[src/rtl/heater_pid_with_fan_hysteresis_assert.svh]
// Assertion macros shared by the heater PID controller RTL.
`ifndef HEATER_PID_WITH_FAN_HYSTERESIS_ASSERT_SVH
`define HEATER_PID_WITH_FAN_HYSTERESIS_ASSERT_SVH

// Generic clocked assertion with asynchronous active-low reset disable.
`define HPHF_ASSERT(lbl, clk, rstn, prop) \
  lbl: assert property (@(posedge clk) disable iff (!rstn) (prop)) \
    else $error("hphf assertion failed");

// Shorthand on the block's own clock and reset.
`define HPHF_ASSERT_CLK(lbl, prop) `HPHF_ASSERT(lbl, clk_i, rst_ni, prop)

`endif

[src/rtl/hphf_pkg.sv]
// Package: shared constants, register codes and types of the heater PID controller.
`timescale 1ns / 1ps
package hphf_pkg;

  // Parameter defaults
  localparam int TEMP_WIDTH_DEF   = 14;
  localparam int GAIN_WIDTH_DEF   = 16;
  localparam int SAMPLE_TICKS_DEF = 10;

  // Temperatures in 1/16 C
  localparam int FAN_OFF_BELOW = 720;   // 45 C
  localparam int FAN_ON_ABOVE  = 880;   // 55 C
  localparam int BANG_RANGE    = 320;   // 20 C
  localparam int INTEG_RANGE   = 160;   // 10 C
  localparam int INTEG_MIN     = 800;   // 50 C
  localparam int INTEG_MAX     = 8000;  // 500 C
  localparam int CEIL_RESET    = 4320;  // 270 C

  // Integral accumulator fits 0..8191
  localparam int INTEG_W = 13;
  // Error inside the PID band (-320..320) fits this signed width
  localparam int ERR_W   = 10;

  // Duty scaling: sum is in units of 1/40960 step = (1/4096) * (1/10)
  localparam int DUTY_W      = 8;
  localparam int DUTY_MAX    = 255;
  localparam int DUTY_SHIFT  = 12;
  localparam int SAT_LIMIT   = 2560;  // 256 * 10, first saturating value after shift
  localparam int QUOT_W      = 12;    // shifted sum below SAT_LIMIT
  localparam int RECIP_TEN   = 6554;  // ceil(65536 / 10)
  localparam int RECIP_W     = 13;
  localparam int RECIP_SHIFT = 16;

  // Configuration register indexes
  localparam int CFG_IDX_W = 3;
  typedef enum logic [CFG_IDX_W-1:0] {
    REG_TARGET_TEMP  = 3'd0,
    REG_TARGET_FLOOR = 3'd1,
    REG_TEMP_CEILING = 3'd2,
    REG_PROP_GAIN    = 3'd3,
    REG_INTEG_GAIN   = 3'd4,
    REG_DERIV_GAIN   = 3'd5
  } cfg_reg_e;

  // How the heater level of a tick is decided
  typedef enum logic [1:0] {
    HEAT_OFF,
    HEAT_FULL,
    HEAT_PID
  } heat_mode_e;

  // Per-tick control travelling with the datapath
  typedef struct packed {
    heat_mode_e              mode;
    logic [DUTY_W-1:0]       fan;
  } stage_ctl_t;

endpackage

[src/rtl/hphf_cfg.sv]
// Configuration register file; gains for P and D are stored pre-multiplied by ten.
`timescale 1ns / 1ps
module hphf_cfg #(
  parameter int TEMP_WIDTH = hphf_pkg::TEMP_WIDTH_DEF,
  parameter int GAIN_WIDTH = hphf_pkg::GAIN_WIDTH_DEF
) (
  input  logic                                  clk_i,
  input  logic                                  rst_ni,
  input  logic                                  wr_en_i,
  input  logic [hphf_pkg::CFG_IDX_W-1:0]        wr_index_i,
  input  logic [((TEMP_WIDTH > GAIN_WIDTH) ? TEMP_WIDTH : GAIN_WIDTH)-1:0] wr_data_i,
  output logic signed [TEMP_WIDTH-1:0]          target_o,
  output logic signed [TEMP_WIDTH-1:0]          floor_o,
  output logic signed [((TEMP_WIDTH > 14) ? TEMP_WIDTH : 14):0] ceiling_o,
  output logic [GAIN_WIDTH+3:0]                 kp10_o,
  output logic [GAIN_WIDTH-1:0]                 ki_o,
  output logic [GAIN_WIDTH+3:0]                 kd10_o
);

  localparam int EW = ((TEMP_WIDTH > 14) ? TEMP_WIDTH : 14) + 1;
  localparam int KW = GAIN_WIDTH + 4;

  logic signed [TEMP_WIDTH-1:0] target_q, floor_q;
  logic signed [EW-1:0]         ceiling_q;
  logic [KW-1:0]                kp10_q, kd10_q;
  logic [GAIN_WIDTH-1:0]        ki_q;
  logic signed [TEMP_WIDTH-1:0] wr_temp;
  logic [GAIN_WIDTH-1:0]        wr_gain;
  logic [KW-1:0]                wr_gain10;

  // Low bits of the write data, and gain times ten as 8x + 2x
  assign wr_temp   = $signed(wr_data_i[TEMP_WIDTH-1:0]);
  assign wr_gain   = wr_data_i[GAIN_WIDTH-1:0];
  assign wr_gain10 = {1'b0, wr_gain, 3'b000} + {3'b000, wr_gain, 1'b0};

  // Register writes; unknown indexes are dropped
  always_ff @(posedge clk_i or negedge rst_ni) begin
    if (!rst_ni) begin
      target_q  <= '0;
      floor_q   <= '0;
      ceiling_q <= EW'(hphf_pkg::CEIL_RESET);
      kp10_q    <= '0;
      ki_q      <= '0;
      kd10_q    <= '0;
    end else if (wr_en_i) begin
      unique case (hphf_pkg::cfg_reg_e'(wr_index_i))
        hphf_pkg::REG_TARGET_TEMP:  target_q  <= wr_temp;
        hphf_pkg::REG_TARGET_FLOOR: floor_q   <= wr_temp;
        hphf_pkg::REG_TEMP_CEILING: ceiling_q <= EW'(wr_temp);
        hphf_pkg::REG_PROP_GAIN:    kp10_q    <= wr_gain10;
        hphf_pkg::REG_INTEG_GAIN:   ki_q      <= wr_gain;
        hphf_pkg::REG_DERIV_GAIN:   kd10_q    <= wr_gain10;
        default: ;
      endcase
    end
  end

  assign target_o  = target_q;
  assign floor_o   = floor_q;
  assign ceiling_o = ceiling_q;
  assign kp10_o    = kp10_q;
  assign ki_o      = ki_q;
  assign kd10_o    = kd10_q;

endmodule

[src/rtl/hphf_step.sv]
// Per-tick state update (fan, integral, sample latch) and the three PID products.
`timescale 1ns / 1ps
module hphf_step #(
  parameter int TEMP_WIDTH   = hphf_pkg::TEMP_WIDTH_DEF,
  parameter int GAIN_WIDTH   = hphf_pkg::GAIN_WIDTH_DEF,
  parameter int SAMPLE_TICKS = hphf_pkg::SAMPLE_TICKS_DEF
) (
  input  logic                                  clk_i,
  input  logic                                  rst_ni,
  input  logic                                  ld_i,
  input  logic signed [TEMP_WIDTH-1:0]          cur_i,
  input  logic signed [TEMP_WIDTH-1:0]          target_i,
  input  logic signed [TEMP_WIDTH-1:0]          floor_i,
  input  logic signed [((TEMP_WIDTH > 14) ? TEMP_WIDTH : 14):0] ceiling_i,
  input  logic [GAIN_WIDTH+3:0]                 kp10_i,
  input  logic [GAIN_WIDTH-1:0]                 ki_i,
  input  logic [GAIN_WIDTH+3:0]                 kd10_i,
  output logic signed [GAIN_WIDTH+4+hphf_pkg::ERR_W:0] p10_o,
  output logic signed [GAIN_WIDTH+5+TEMP_WIDTH:0]      d10_o,
  output logic [GAIN_WIDTH+hphf_pkg::INTEG_W-1:0]      i_o,
  output hphf_pkg::stage_ctl_t                         ctl_o
);

  localparam int EW  = ((TEMP_WIDTH > 14) ? TEMP_WIDTH : 14) + 1;
  localparam int KW  = GAIN_WIDTH + 4;
  localparam int ERW = hphf_pkg::ERR_W;
  localparam int IW  = hphf_pkg::INTEG_W;
  localparam int SUW = IW + 2;                    // signed integral sum before clamp
  localparam int PW  = KW + 1 + ERW;
  localparam int DW  = KW + 1 + TEMP_WIDTH + 1;
  localparam int QW  = GAIN_WIDTH + IW;
  localparam int TW  = $clog2(SAMPLE_TICKS);

  // State
  logic [hphf_pkg::DUTY_W-1:0]   fan_q, fan_d;
  logic [IW-1:0]                 integ_q, integ_d;
  logic [TW-1:0]                 tick_q, tick_d;
  logic signed [TEMP_WIDTH-1:0]  older_q, older_d, newer_q, newer_d;

  // Result registers toward the sum stage
  logic signed [PW-1:0]          p10_q;
  logic signed [DW-1:0]          d10_q;
  logic [QW-1:0]                 i_q;
  hphf_pkg::stage_ctl_t          ctl_q, ctl_d;

  logic signed [EW-1:0]          cur_e, tgt_e, flr_e, err;
  logic                          early_off, bang_hi, bang_lo, in_integ;
  logic signed [ERW-1:0]         err_n;
  logic signed [SUW-1:0]         integ_sum;
  logic [IW-1:0]                 integ_clamp;
  logic signed [TEMP_WIDTH:0]    sdiff;
  logic signed [PW-1:0]          p10_d;
  logic signed [DW-1:0]          d10_d;
  logic [QW-1:0]                 i_d;

  // Widened temperatures and control error
  assign cur_e = EW'(cur_i);
  assign tgt_e = EW'(target_i);
  assign flr_e = EW'(floor_i);
  assign err   = tgt_e - cur_e;
  assign err_n = err[ERW-1:0];

  // Region decode
  assign early_off = (tgt_e < flr_e) || (cur_e > ceiling_i);
  assign bang_hi   = err > EW'(hphf_pkg::BANG_RANGE);
  assign bang_lo   = err < -EW'(hphf_pkg::BANG_RANGE);
  assign in_integ  = (err >= -EW'(hphf_pkg::INTEG_RANGE)) &&
                     (err < EW'(hphf_pkg::INTEG_RANGE));

  // Fan hysteresis: full-on check wins over the off check
  always_comb begin
    fan_d = fan_q;
    if (cur_e > EW'(hphf_pkg::FAN_ON_ABOVE)) begin
      fan_d = hphf_pkg::DUTY_W'(hphf_pkg::DUTY_MAX);
    end else if ((cur_e < EW'(hphf_pkg::FAN_OFF_BELOW)) &&
                 (tgt_e < EW'(hphf_pkg::FAN_OFF_BELOW))) begin
      fan_d = '0;
    end
  end

  // Integral accumulate and clamp to 50..500 C
  always_comb begin
    integ_sum = $signed({2'b00, integ_q}) + (in_integ ? SUW'(err_n) : '0);
    if (integ_sum < SUW'(hphf_pkg::INTEG_MIN)) begin
      integ_clamp = IW'(hphf_pkg::INTEG_MIN);
    end else if (integ_sum > SUW'(hphf_pkg::INTEG_MAX)) begin
      integ_clamp = IW'(hphf_pkg::INTEG_MAX);
    end else begin
      integ_clamp = integ_sum[IW-1:0];
    end
  end

  // Heater mode and integral next value
  always_comb begin
    integ_d    = integ_q;
    ctl_d.fan  = fan_d;
    ctl_d.mode = hphf_pkg::HEAT_PID;
    priority if (early_off) begin
      ctl_d.mode = hphf_pkg::HEAT_OFF;
    end else if (bang_hi) begin
      ctl_d.mode = hphf_pkg::HEAT_FULL;
      integ_d    = '0;
    end else if (bang_lo) begin
      ctl_d.mode = hphf_pkg::HEAT_OFF;
      integ_d    = '0;
    end else begin
      integ_d    = integ_clamp;
    end
  end

  // Tick counter and derivative sample latch
  always_comb begin
    tick_d  = tick_q;
    older_d = older_q;
    newer_d = newer_q;
    if (!early_off) begin
      if (tick_q == TW'(SAMPLE_TICKS - 1)) begin
        tick_d  = '0;
        older_d = newer_q;
        newer_d = cur_i;
      end else begin
        tick_d  = tick_q + TW'(1);
      end
    end
  end

  // PID products, samples taken before this tick's latch
  assign sdiff = (TEMP_WIDTH+1)'(older_q) - (TEMP_WIDTH+1)'(newer_q);
  assign p10_d = PW'($signed({1'b0, kp10_i})) * PW'(err_n);
  assign d10_d = DW'($signed({1'b0, kd10_i})) * DW'(sdiff);
  assign i_d   = QW'(ki_i) * QW'(integ_clamp);

  // Control state
  always_ff @(posedge clk_i or negedge rst_ni) begin
    if (!rst_ni) begin
      fan_q   <= '0;
      integ_q <= '0;
      tick_q  <= '0;
      older_q <= '0;
      newer_q <= '0;
    end else if (ld_i) begin
      fan_q   <= fan_d;
      integ_q <= integ_d;
      tick_q  <= tick_d;
      older_q <= older_d;
      newer_q <= newer_d;
    end
  end

  // Datapath registers
  always_ff @(posedge clk_i) begin
    if (ld_i) begin
      p10_q <= p10_d;
      d10_q <= d10_d;
      i_q   <= i_d;
      ctl_q <= ctl_d;
    end
  end

  assign p10_o = p10_q;
  assign d10_o = d10_q;
  assign i_o   = i_q;
  assign ctl_o = ctl_q;

endmodule

[src/rtl/hphf_sum.sv]
// PID sum, scaling by 1/4096 and saturation detect.
`timescale 1ns / 1ps
module hphf_sum #(
  parameter int TEMP_WIDTH = hphf_pkg::TEMP_WIDTH_DEF,
  parameter int GAIN_WIDTH = hphf_pkg::GAIN_WIDTH_DEF
) (
  input  logic                                         clk_i,
  input  logic                                         ld_i,
  input  logic signed [GAIN_WIDTH+4+hphf_pkg::ERR_W:0] p10_i,
  input  logic signed [GAIN_WIDTH+5+TEMP_WIDTH:0]      d10_i,
  input  logic [GAIN_WIDTH+hphf_pkg::INTEG_W-1:0]      i_i,
  input  hphf_pkg::stage_ctl_t                         ctl_i,
  output hphf_pkg::stage_ctl_t                         ctl_o,
  output logic                                         neg_o,
  output logic                                         sat_o,
  output logic [hphf_pkg::QUOT_W-1:0]                  quot_o
);

  localparam int SW = GAIN_WIDTH + TEMP_WIDTH + 8;
  localparam int HW = SW - hphf_pkg::DUTY_SHIFT;

  logic signed [SW-1:0]          s;
  logic [HW-1:0]                 s_hi;
  hphf_pkg::stage_ctl_t          ctl_q;
  logic                          neg_q, sat_q;
  logic [hphf_pkg::QUOT_W-1:0]   quot_q;

  // Three-term sum in 1/40960 duty steps
  assign s    = SW'(p10_i) + SW'(d10_i) + $signed({{(SW-$bits(i_i)){1'b0}}, i_i});
  assign s_hi = s[SW-1:hphf_pkg::DUTY_SHIFT];

  always_ff @(posedge clk_i) begin
    if (ld_i) begin
      ctl_q  <= ctl_i;
      neg_q  <= s[SW-1];
      sat_q  <= !s[SW-1] && (s_hi >= HW'(hphf_pkg::SAT_LIMIT));
      quot_q <= s_hi[hphf_pkg::QUOT_W-1:0];
    end
  end

  assign ctl_o  = ctl_q;
  assign neg_o  = neg_q;
  assign sat_o  = sat_q;
  assign quot_o = quot_q;

endmodule

[src/rtl/hphf_scale.sv]
// Divide by ten via reciprocal, select final heater level, result register.
`timescale 1ns / 1ps
module hphf_scale (
  input  logic                               clk_i,
  input  logic                               ld_i,
  input  hphf_pkg::stage_ctl_t               ctl_i,
  input  logic                               neg_i,
  input  logic                               sat_i,
  input  logic [hphf_pkg::QUOT_W-1:0]        quot_i,
  output logic [hphf_pkg::DUTY_W-1:0]        heater_o,
  output logic [hphf_pkg::DUTY_W-1:0]        fan_o,
  output logic                               band_o
);

  localparam int PRW = hphf_pkg::QUOT_W + hphf_pkg::RECIP_W;

  logic [PRW-1:0]                 prod;
  logic [hphf_pkg::DUTY_W-1:0]    pid_lvl, heater_d;
  logic [hphf_pkg::DUTY_W-1:0]    heater_q, fan_q;
  logic                           band_q;

  // floor(x / 10) for x below 2560
  assign prod    = PRW'(quot_i) * PRW'(hphf_pkg::RECIP_TEN);
  assign pid_lvl = prod[hphf_pkg::RECIP_SHIFT +: hphf_pkg::DUTY_W];

  always_comb begin
    unique case (ctl_i.mode)
      hphf_pkg::HEAT_FULL: heater_d = hphf_pkg::DUTY_W'(hphf_pkg::DUTY_MAX);
      hphf_pkg::HEAT_PID: begin
        priority if (neg_i) heater_d = '0;
        else if (sat_i)     heater_d = hphf_pkg::DUTY_W'(hphf_pkg::DUTY_MAX);
        else                heater_d = pid_lvl;
      end
      default:             heater_d = '0;
    endcase
  end

  always_ff @(posedge clk_i) begin
    if (ld_i) begin
      heater_q <= heater_d;
      fan_q    <= ctl_i.fan;
      band_q   <= (ctl_i.mode == hphf_pkg::HEAT_PID);
    end
  end

  assign heater_o = heater_q;
  assign fan_o    = fan_q;
  assign band_o   = band_q;

endmodule

[src/rtl/heater_pid_with_fan_hysteresis.sv]
// Top level: heater PID controller with fan hysteresis, stream ports and pipeline control.
//
// Usage:
//   s_axis carries one transaction per 100 ms tick: the measured temperature.
//   m_axis returns exactly one transaction per tick: heater level, fan level and
//   a flag set when the PID branch produced the heater level.
//   The cfg channel writes the six setup registers (target, floor, ceiling and
//   the P, I, D gains); it is always ready and should only be used while no
//   tick is in flight.
// Timing:
//   Four register stages (input, state/products, sum, output) hold a tick in
//   turn; one tick per cycle is taken while m_axis_tready stays high, since
//   the fan, integral and sample state close in one stage.
//   Each stage moves when the next one is empty or moving, so bubbles close up.
// Reset:
//   rst_ni clears the pipeline valids, fan duty, integral, tick counter and
//   derivative samples; registers return to target 0, floor 0, ceiling 270 C
//   and zero gains.
// Backpressure:
//   When m_axis_tready is low the result holds; upstream stages keep filling
//   and s_axis_tready drops only once every stage is occupied.
`timescale 1ns / 1ps
`include "heater_pid_with_fan_hysteresis_assert.svh"
module heater_pid_with_fan_hysteresis #(
  parameter int TEMP_WIDTH   = hphf_pkg::TEMP_WIDTH_DEF,
  parameter int GAIN_WIDTH   = hphf_pkg::GAIN_WIDTH_DEF,
  parameter int SAMPLE_TICKS = hphf_pkg::SAMPLE_TICKS_DEF
) (
  input  logic                                  clk_i,
  input  logic                                  rst_ni,
  // Input stream
  input  logic                                  s_axis_tvalid,
  output logic                                  s_axis_tready,
  input  logic [((TEMP_WIDTH + 7) / 8) * 8 - 1:0] s_axis_tdata,  // [TW-1:0] measured_temp
  // Result stream
  output logic                                  m_axis_tvalid,
  input  logic                                  m_axis_tready,
  output logic [23:0]                           m_axis_tdata,  // [7:0] heater_level,
                                                               // [15:8] fan_level,
                                                               // [16] in_pid_band
  // Configuration writes
  input  logic                                  cfg_valid_i,
  output logic                                  cfg_ready_o,
  input  logic [hphf_pkg::CFG_IDX_W-1:0]        cfg_index_i,
  input  logic [((TEMP_WIDTH > GAIN_WIDTH) ? TEMP_WIDTH : GAIN_WIDTH)-1:0] cfg_data_i
);

  localparam int EW  = ((TEMP_WIDTH > 14) ? TEMP_WIDTH : 14) + 1;
  localparam int KW  = GAIN_WIDTH + 4;
  localparam int PW  = KW + 1 + hphf_pkg::ERR_W;
  localparam int DW  = KW + 1 + TEMP_WIDTH + 1;
  localparam int QW  = GAIN_WIDTH + hphf_pkg::INTEG_W;
  localparam int OPW = 24 - 2 * hphf_pkg::DUTY_W - 1;

  // Configuration
  logic signed [TEMP_WIDTH-1:0]  target, floor_t;
  logic signed [EW-1:0]          ceiling;
  logic [KW-1:0]                 kp10, kd10;
  logic [GAIN_WIDTH-1:0]         ki;

  // Pipeline control
  logic a_v_q, b_v_q, c_v_q, o_v_q;
  logic a_ld, b_ld, c_ld, o_ld;
  logic signed [TEMP_WIDTH-1:0]  a_cur_q;

  // Datapath between stages
  logic signed [PW-1:0]          p10;
  logic signed [DW-1:0]          d10;
  logic [QW-1:0]                 iprod;
  hphf_pkg::stage_ctl_t          b_ctl, c_ctl;
  logic                          c_neg, c_sat;
  logic [hphf_pkg::QUOT_W-1:0]   c_quot;
  logic [hphf_pkg::DUTY_W-1:0]   heater_lvl, fan_lvl;
  logic                          band;

  assign cfg_ready_o = 1'b1;

  hphf_cfg #(
    .TEMP_WIDTH (TEMP_WIDTH),
    .GAIN_WIDTH (GAIN_WIDTH)
  ) u_cfg (
    .clk_i      (clk_i),
    .rst_ni     (rst_ni),
    .wr_en_i    (cfg_valid_i && cfg_ready_o),
    .wr_index_i (cfg_index_i),
    .wr_data_i  (cfg_data_i),
    .target_o   (target),
    .floor_o    (floor_t),
    .ceiling_o  (ceiling),
    .kp10_o     (kp10),
    .ki_o       (ki),
    .kd10_o     (kd10)
  );

  // Stage advance: a stage loads when it has data and the next is free or moving
  assign o_ld          = c_v_q && (!o_v_q || m_axis_tready);
  assign c_ld          = b_v_q && (!c_v_q || o_ld);
  assign b_ld          = a_v_q && (!b_v_q || c_ld);
  assign s_axis_tready = !a_v_q || b_ld;
  assign a_ld          = s_axis_tvalid && s_axis_tready;

  always_ff @(posedge clk_i or negedge rst_ni) begin
    if (!rst_ni) begin
      a_v_q <= 1'b0;
      b_v_q <= 1'b0;
      c_v_q <= 1'b0;
      o_v_q <= 1'b0;
    end else begin
      a_v_q <= a_ld || (a_v_q && !b_ld);
      b_v_q <= b_ld || (b_v_q && !c_ld);
      c_v_q <= c_ld || (c_v_q && !o_ld);
      o_v_q <= o_ld || (o_v_q && !m_axis_tready);
    end
  end

  // Input register
  always_ff @(posedge clk_i) begin
    if (a_ld) begin
      a_cur_q <= $signed(s_axis_tdata[TEMP_WIDTH-1:0]);
    end
  end

  hphf_step #(
    .TEMP_WIDTH   (TEMP_WIDTH),
    .GAIN_WIDTH   (GAIN_WIDTH),
    .SAMPLE_TICKS (SAMPLE_TICKS)
  ) u_step (
    .clk_i     (clk_i),
    .rst_ni    (rst_ni),
    .ld_i      (b_ld),
    .cur_i     (a_cur_q),
    .target_i  (target),
    .floor_i   (floor_t),
    .ceiling_i (ceiling),
    .kp10_i    (kp10),
    .ki_i      (ki),
    .kd10_i    (kd10),
    .p10_o     (p10),
    .d10_o     (d10),
    .i_o       (iprod),
    .ctl_o     (b_ctl)
  );

  hphf_sum #(
    .TEMP_WIDTH (TEMP_WIDTH),
    .GAIN_WIDTH (GAIN_WIDTH)
  ) u_sum (
    .clk_i  (clk_i),
    .ld_i   (c_ld),
    .p10_i  (p10),
    .d10_i  (d10),
    .i_i    (iprod),
    .ctl_i  (b_ctl),
    .ctl_o  (c_ctl),
    .neg_o  (c_neg),
    .sat_o  (c_sat),
    .quot_o (c_quot)
  );

  hphf_scale u_scale (
    .clk_i    (clk_i),
    .ld_i     (o_ld),
    .ctl_i    (c_ctl),
    .neg_i    (c_neg),
    .sat_i    (c_sat),
    .quot_i   (c_quot),
    .heater_o (heater_lvl),
    .fan_o    (fan_lvl),
    .band_o   (band)
  );

  assign m_axis_tvalid = o_v_q;
  assign m_axis_tdata  = {OPW'(0), band, fan_lvl, heater_lvl};

  // Outside the PID band the heater is either off or full on
  `HPHF_ASSERT_CLK(a_bang_level, (m_axis_tvalid && !band) |-> (heater_lvl == '0 || heater_lvl == '1))
  // Fan is only ever switched between off and full
  `HPHF_ASSERT_CLK(a_fan_level, m_axis_tvalid |-> (fan_lvl == '0 || fan_lvl == '1))
  // Input stalls only when every stage holds a tick
  `HPHF_ASSERT_CLK(a_stall_full, !s_axis_tready |-> (a_v_q && b_v_q && c_v_q && o_v_q))
  // A sum-stage tick reaches the output in the next cycle when the output is free
  `HPHF_ASSERT_CLK(a_advance, (c_v_q && !o_v_q) |=> o_v_q)

endmodule
[config.mk]
export PLATFORM = sky130hd
export DESIGN_NAME = heater_pid_with_fan_hysteresis
export DESIGN_NICKNAME = d
export VERILOG_FILES = /design/src/rtl/hphf_pkg.sv /design/src/rtl/hphf_cfg.sv /design/src/rtl/hphf_step.sv /design/src/rtl/hphf_sum.sv /design/src/rtl/hphf_scale.sv /design/src/rtl/heater_pid_with_fan_hysteresis.sv
export VERILOG_INCLUDE_DIRS = /design/src /design/src/rtl
export SDC_FILE = /design/constraint.sdc
export NUM_CORES = 2
export LEC_CHECK = 0
export ABC_AREA = 0
export CAP_MARGIN = 10
export CORE_UTILIZATION = 50
export DETAILED_ROUTE_END_ITERATION = 10
export DONT_BUFFER_PORTS = 1
export PLACE_DENSITY_LB_ADDON = 0.15
export SYNTH_ARGS = -nofsm -noshare
export SYNTH_HDL_FRONTEND = slang
export SYNTH_SLANG_ARGS = --single-unit
export TNS_END_PERCENT = 20
[constraint.sdc]
create_clock -name clk_i -period 24.4 [get_ports clk_i]
set_input_delay 6.1 -clock clk_i [delete_from_list [all_inputs] [get_ports clk_i]]
set_output_delay 6.1 -clock clk_i [all_outputs]
set_load 0.01 [all_outputs]
======== Word level (Yosys, flattened, before mapping) ========
Index checks and enable logic that the tools add are counted.
word-level totals
  flip-flop bits (word level) ............. 316
  input port bits ......................... 40
cells by class
  bitwise gates (word level) .............. 1
  multipliers ............................. 4
  add/sub/neg operators ................... 7
  reduce and logical (&&, ||, !) cells .... 39
  equality and inequality tests ........... 8
  multiplexer cells ....................... 13
  magnitude comparators ................... 12
operators with widths
  kind                      count
  $mux W13                  4
  $add A38 B30 Y38          1
  $add A31 B36 Y37          1
  $mul A21 B15 Y36          1
  $mux W8                   4
  $mul A21 B10 Y31          1
  $sub A14 B14 Y15          2
  $mul A16 B13 Y29          1
  $lt A14 B11 Y1 const B    2
  $ge A26 B12 Y1 const B    1
  $mul A12 B12 Y23 const B  1
  $add A19 B17 Y20          1
  $pmux W8 S2               1
  $add A13 B15 Y15          1
  $ge A15 B9 Y1 const B     1
  $gt A15 B10 Y1 const B    1
  $gt A15 B14 Y1 const B    1
  $lt A15 B10 Y1 const B    1
  $lt A15 B11 Y1 const B    1
  $lt A15 B9 Y1 const B     1
  $mux W15                  1
  $gt A14 B11 Y1 const B    1
  $gt A14 B14 Y1            1
  $lt A14 B14 Y1            1
  other kinds (18)          52

======== Longest topological paths before layout ========
  word-level depth ........................ 10
  depth in mapped cells ................... 54
  depth with buffers taken out ............ 53

======== By module ========
From an unflattened synthesis, not the netlist that was laid out.
unflattened totals
  cells, all modules ...................... 4782
  area, all modules ....................... 44810.5 sq um
modules (own cells, without submodules)
  module                          instances  cells each  area an instance (sq um)
  hphf_step                       1          3500        32182.1
  hphf_cfg                        1          406         4568.1
  hphf_sum                        1          517         4127.7
  hphf_scale                      1          317         3246.9
  heater_pid_with_fan_hysteresis  1          42          685.7

======== Worst setup path before layout ========
OpenSTA, ideal clock, no wires.
  path kind ............................... input-to-output
  start ................................... input port m_axis_tready
  end ..................................... output port s_axis_tready
  setup slack ............................. 11.784 ns
  required time ........................... 18.300 ns
  path buffers ............................ 0
  arrival time ............................ 6.516 ns
  stages .................................. 2
  path through ............................ nor2b_1 nand4_1
on the way
  cells in the longest elaborated chain, start to end .. 7
ends and longest elaborated chain
  item                 line                                  RTL
  start: declaration   heater_pid_with_fan_hysteresis.sv:37  input logic m_axis_tready,
  $logic_or A1 B1 Y1   heater_pid_with_fan_hysteresis.sv:96  assign o_ld = c_v_q && (!o_v_q || m_axis_tready);
  $logic_and A1 B1 Y1  heater_pid_with_fan_hysteresis.sv:96
  $logic_or A1 B1 Y1   heater_pid_with_fan_hysteresis.sv:97  assign c_ld = b_v_q && (!c_v_q || o_ld);
  $logic_and A1 B1 Y1  heater_pid_with_fan_hysteresis.sv:97
  $logic_or A1 B1 Y1   heater_pid_with_fan_hysteresis.sv:98  assign b_ld = a_v_q && (!b_v_q || c_ld);
  $logic_and A1 B1 Y1  heater_pid_with_fan_hysteresis.sv:98
  $logic_or A1 B1 Y1   heater_pid_with_fan_hysteresis.sv:99  assign s_axis_tready = !a_v_q || b_ld;
  end: declaration     heater_pid_with_fan_hysteresis.sv:33  output logic s_axis_tready,
No other way between the ends.

======== Worst setup path after layout ========
  start ................................... register a_cur_q[4]
  end ..................................... register u_step.i_q[27], in the netlist u_step.i_o[27], data pin
on the way
  cells in the longest elaborated chain, start to end .. 9
  elaborated cells on any way between the ends .. 11
  those cells by class .................... add/sub: 2; mul: 1; order compare: 4; mux: 3; reduce/logical: 1
ends and longest elaborated chain
  item                                            line                                   RTL
  start: declaration                              heater_pid_with_fan_hysteresis.sv:64   logic signed [TEMP_WIDTH-1:0] a_cur_q;
  start signal: assignment                        heater_pid_with_fan_hysteresis.sv:119  a_cur_q <= $signed(s_axis_tdata[TEMP_WIDTH-1:0]);
  $sub A14 B14 Y15 *                              hphf_step.sv:60                        assign err = tgt_e - cur_e;
  $ge A15 B9 Y1 or $lt A15 B9 Y1 (tied branches)  hphf_step.sv:67, hphf_step.sv:68
  $logic_and A1 B1 Y1                             hphf_step.sv:67                        assign in_integ = (err >= -EW'(hphf_pkg::INTEG_RANGE)) &&
  $mux W15 *                                      hphf_step.sv:83                        integ_sum = $signed({2'b00, integ_q}) + (in_integ ? SUW'(err_n) : '0);
  $add A13 B15 Y15 *                              hphf_step.sv:83
  $gt A15 B14 Y1                                  hphf_step.sv:86                        end else if (integ_sum > SUW'(hphf_pkg::INTEG_MAX)) begin
  $mux W13                                        hphf_step.sv:86
  $mux W13 *                                      hphf_step.sv:84                        if (integ_sum < SUW'(hphf_pkg::INTEG_MIN)) begin
  $mul A16 B13 Y29 *                              hphf_step.sv:131                       assign i_d = QW'(ki_i) * QW'(integ_clamp);
  net u_step.i_d[27]                              hphf_step.sv:54                        logic [QW-1:0] i_d;
  end signal: assignment                          hphf_step.sv:155                       i_q <= i_d;
  end: declaration                                hphf_step.sv:43                        logic [QW-1:0] i_q;
The timed path passes the listed nets; every way through them passes the cells marked *.
A chain may end at the register's enable or synchronous reset.

==> qor.txt <==
Final Hold Vio Count: 0
Num CTS Buffers: 39
FF-to-FF Start: a_cur_q[4]$_DFFE_PP_
Row Count: 104
commonest non-fill, non-tap cell in the layout: inv_1
Antenna Nets Post-Route: 0
status: finished, final reports clean
Final Util: 53.7%
CTS tree: done
Hold Crit Class: reg -> reg
Final Slew Violations: 0
top post-synthesis cells by area: fa_1 (27%), ha_1 (15%), edfxtp_1 (12%), dfrtp_1 (9.1%), inv_1 (6.9%)
initial core utilization: 50.7%
global-route wire length before repair: 155000 um
f_max: 75.4 MHz
Slew HR: 14.7%
clock transition at the registers of the reported paths: 60 ps
share of cells above drive strength 1: 5.01%
CTS sink count: 311
most frequent cells in the layout: inv_1 (760), fa_1 (554), ha_1 (499)
Fin Clk Skew: 31.0 ps
Worst setup EP type: flop
largest net degree at the start of global routing: 154
routed vias: 28200
Avg Vias per Cell: 5.34
drt drc: 0
hold-fix buffers at CTS: 0
critical path class: reg -> reg
Die Wd: 289 um
async set-reset flop share out of synthesis: 49.2%
Core Area: 80900 um2
Routed WL per cell: 18.1 um
Hold Startpoint: u_step.ctl_o[8]$_SDFFCE_PP0P_
Critical Path AT: 13570 ps
Clock Latency Late Sink: 570 ps
EDFF count, synth: 158
cell taking the most area after synthesis: fa_1
post-CTS setup buffers: 0
# fillers: 7328
final net count: 5275
Startpoint Class: flop
Worst-Margin Slew: 1270 ps
Final period util: 54.4%
Syn Std Cell Area: 41100 um2
YS warnings: 0
Top Ports: 67
dpl hpwl: 75600 um
RSZ-0062 raised after global routing: false
CP max FO: 19
Die Y: 289 um
grt total ovfl: 0
Max-Cap Viols: 0
routability cong.: 0.836
htree depth: 2
synth-to-layout area growth: 5.86%
post_cts resized: 0
Yosys top cell area share: 27.0%
Worst path max stage delay: 550 ps
final wirelength: 95500 um
drt pass-1 iters: 5
first-iteration detailed-routing DRC count: 1589
syn_area_per_cell: 9.72 um2
GRT Overall Usage: 23.7%
input/output buffers: 0
setup TNS: 0 ps
final worst path period need: 13260 ps
Crit path top cell by count: fa_1
Final setup viols: 0
Die ar.: 83300 um2
CP max-delay cell: fa_1
vias in the first global route: 28700
initial antenna violation count: 4
Synth cell types: 86
clock root cell: clkbuf_16
ys flop type: edfxtp_1
Worst EP required: 24710 ps
register area share after synthesis: 20.9%
Crit. Startpoint: a_cur_q[4]$_DFFE_PP_
Syn Inst Count: 4224
Synth Register Bits: 311
Clock Path Buffers: 3
## cell type report
| class | instances | area (um2) | area share [%] |
|---|---|---|---|
| multi-input cells | 3021 | 29100 | 67.0 |
| flip-flops and latches | 311 | 8580 | 19.7 |
| inverters | 761 | 2860 | 6.58 |
| well taps | 1060 | 1330 | 3.05 |
| clock buffers | 49 | 1060 | 2.45 |
| repair buffers | 48 | 368 | 0.846 |
| clock inverters | 21 | 160 | 0.368 |
| diodes | 1 | 2.50 | 0.00576 |
## Yosys cell counts, types with 12 or more instances
| cell type | number |
|---|---|
| xor2_1 | 45 |
| o21a_1 | 20 |
| mux2i_1 | 17 |
| inv_1 | 760 |
| nor2_1 | 114 |
| edfxtp_1 | 158 |
| a31oi_1 | 20 |
| xnor2_1 | 125 |
| a211oi_1 | 25 |
| mux2_2 | 53 |
| ha_1 | 499 |
| nand2b_1 | 102 |
| o21ai_0 | 165 |
| and3_1 | 20 |
| a21o_1 | 66 |
| clkbuf_1 | 111 |
| and2_1 | 247 |
| dfrtp_1 | 149 |
| nand2_1 | 444 |
| nand4_1 | 14 |
| o21bai_1 | 29 |
| a21boi_0 | 12 |
| or3_1 | 14 |
| fa_1 | 554 |
| nand3_1 | 37 |
| a21oi_1 | 141 |
| nor2b_1 | 75 |
| nor3_1 | 38 |
## registers in the layout, summed over array words and instances, names as in the netlist, 4 cells and up
name / count
u_step.tick_q: 4
u_step.p10_o: 30
u_step.older_q: 14
u_cfg.kp10_o: 19
u_step.d10_o: 35
u_step.ctl_o: 10
a_cur_q: 14
u_scale.heater_o: 8
u_step.fan_q: 8
u_cfg.kd10_o: 19
u_scale.fan_o: 8
u_sum.ctl_o: 10
u_cfg.ceiling_o: 14
u_cfg.ki_o: 16
u_cfg.target_o: 14
u_step.i_o: 28
u_step.newer_q: 14
u_step.integ_q: 13
u_cfg.floor_o: 14
u_sum.quot_o: 12
## worst paths after layout
| kind | cells past startpoint | slack [ps] | end |
|---|---|---|---|
| worst min-delay path | 0 | 410 | u_sum.ctl_o[8]$_DFFE_PP_ |
| worst max-delay path | 45 | 11140 | u_step.i_o[27]$_DFFE_PP_ |
| worst min register to register | 0 | 410 | u_sum.ctl_o[8]$_DFFE_PP_ |
| worst max register to register | 45 | 11140 | u_step.i_o[27]$_DFFE_PP_ |
| max in group asynchronous | 0 | 18870 | a_v_q$_DFF_PN0_ |
| min in group asynchronous | 0 | 5220 | u_step.newer_q[5]$_DFFE_PN0P_ |
## critical path, delay by kind of cell (launching register included)
| kind | cells | cell delay [ps] |
|---|---|---|
| adder cells (fa/ha/maj) | 8 | 3710 |
| flip-flops | 1 | 450 |
| buffers and inverters | 6 | 810 |
| AO/OA/AOI/OAI | 20 | 5610 |
| XOR/XNOR | 1 | 100 |
| AND/OR/NAND/NOR | 10 | 2280 |
## routing by layer
| metal | vias up | routed length [um] | global-route usage [%] |
|---|---|---|---|
| met4 | 8 | 2640 | 6.75 |
| li1 | 13400 | - | - |
| met1 | 14100 | 45200 | 33.9 |
| met2 | 533 | 43000 | 37.3 |
| met3 | 132 | 4610 | 3.88 |
| met5 | - | 63 | 0 |
## per-stage QoR
step                hold slack, ps  std cells  worst slack [ps]  instance area, um2
floorplan                      400       4230             11780               41100
global placement               402       5199             11300               42200
detailed placement             405       5199             11260               42200
CTS                            417       5269             11150               43400
global route                   419       5271             10250               43500
finish                         413       5272             11140               43500
## kinds of logic (layout without fill, tap and decap cells)
kind of cell,Yosys count,after routing,share of synthesized area (%)
DFF,311,311,20.9
buffers and inverters,898,879,8.39
xor gates and xnor gates,170,170,3.63
adders and majority gates,1053,1053,42.2
AOI/OAI and AO/OA,564,564,8.81
and+or+nand+nor,1156,1156,14.2
muxes,70,70,1.87
other,2,9,0.0183
Power is not shown: default switching activity piles up to over one toggle a cycle in this logic, so the estimate is an artifact.
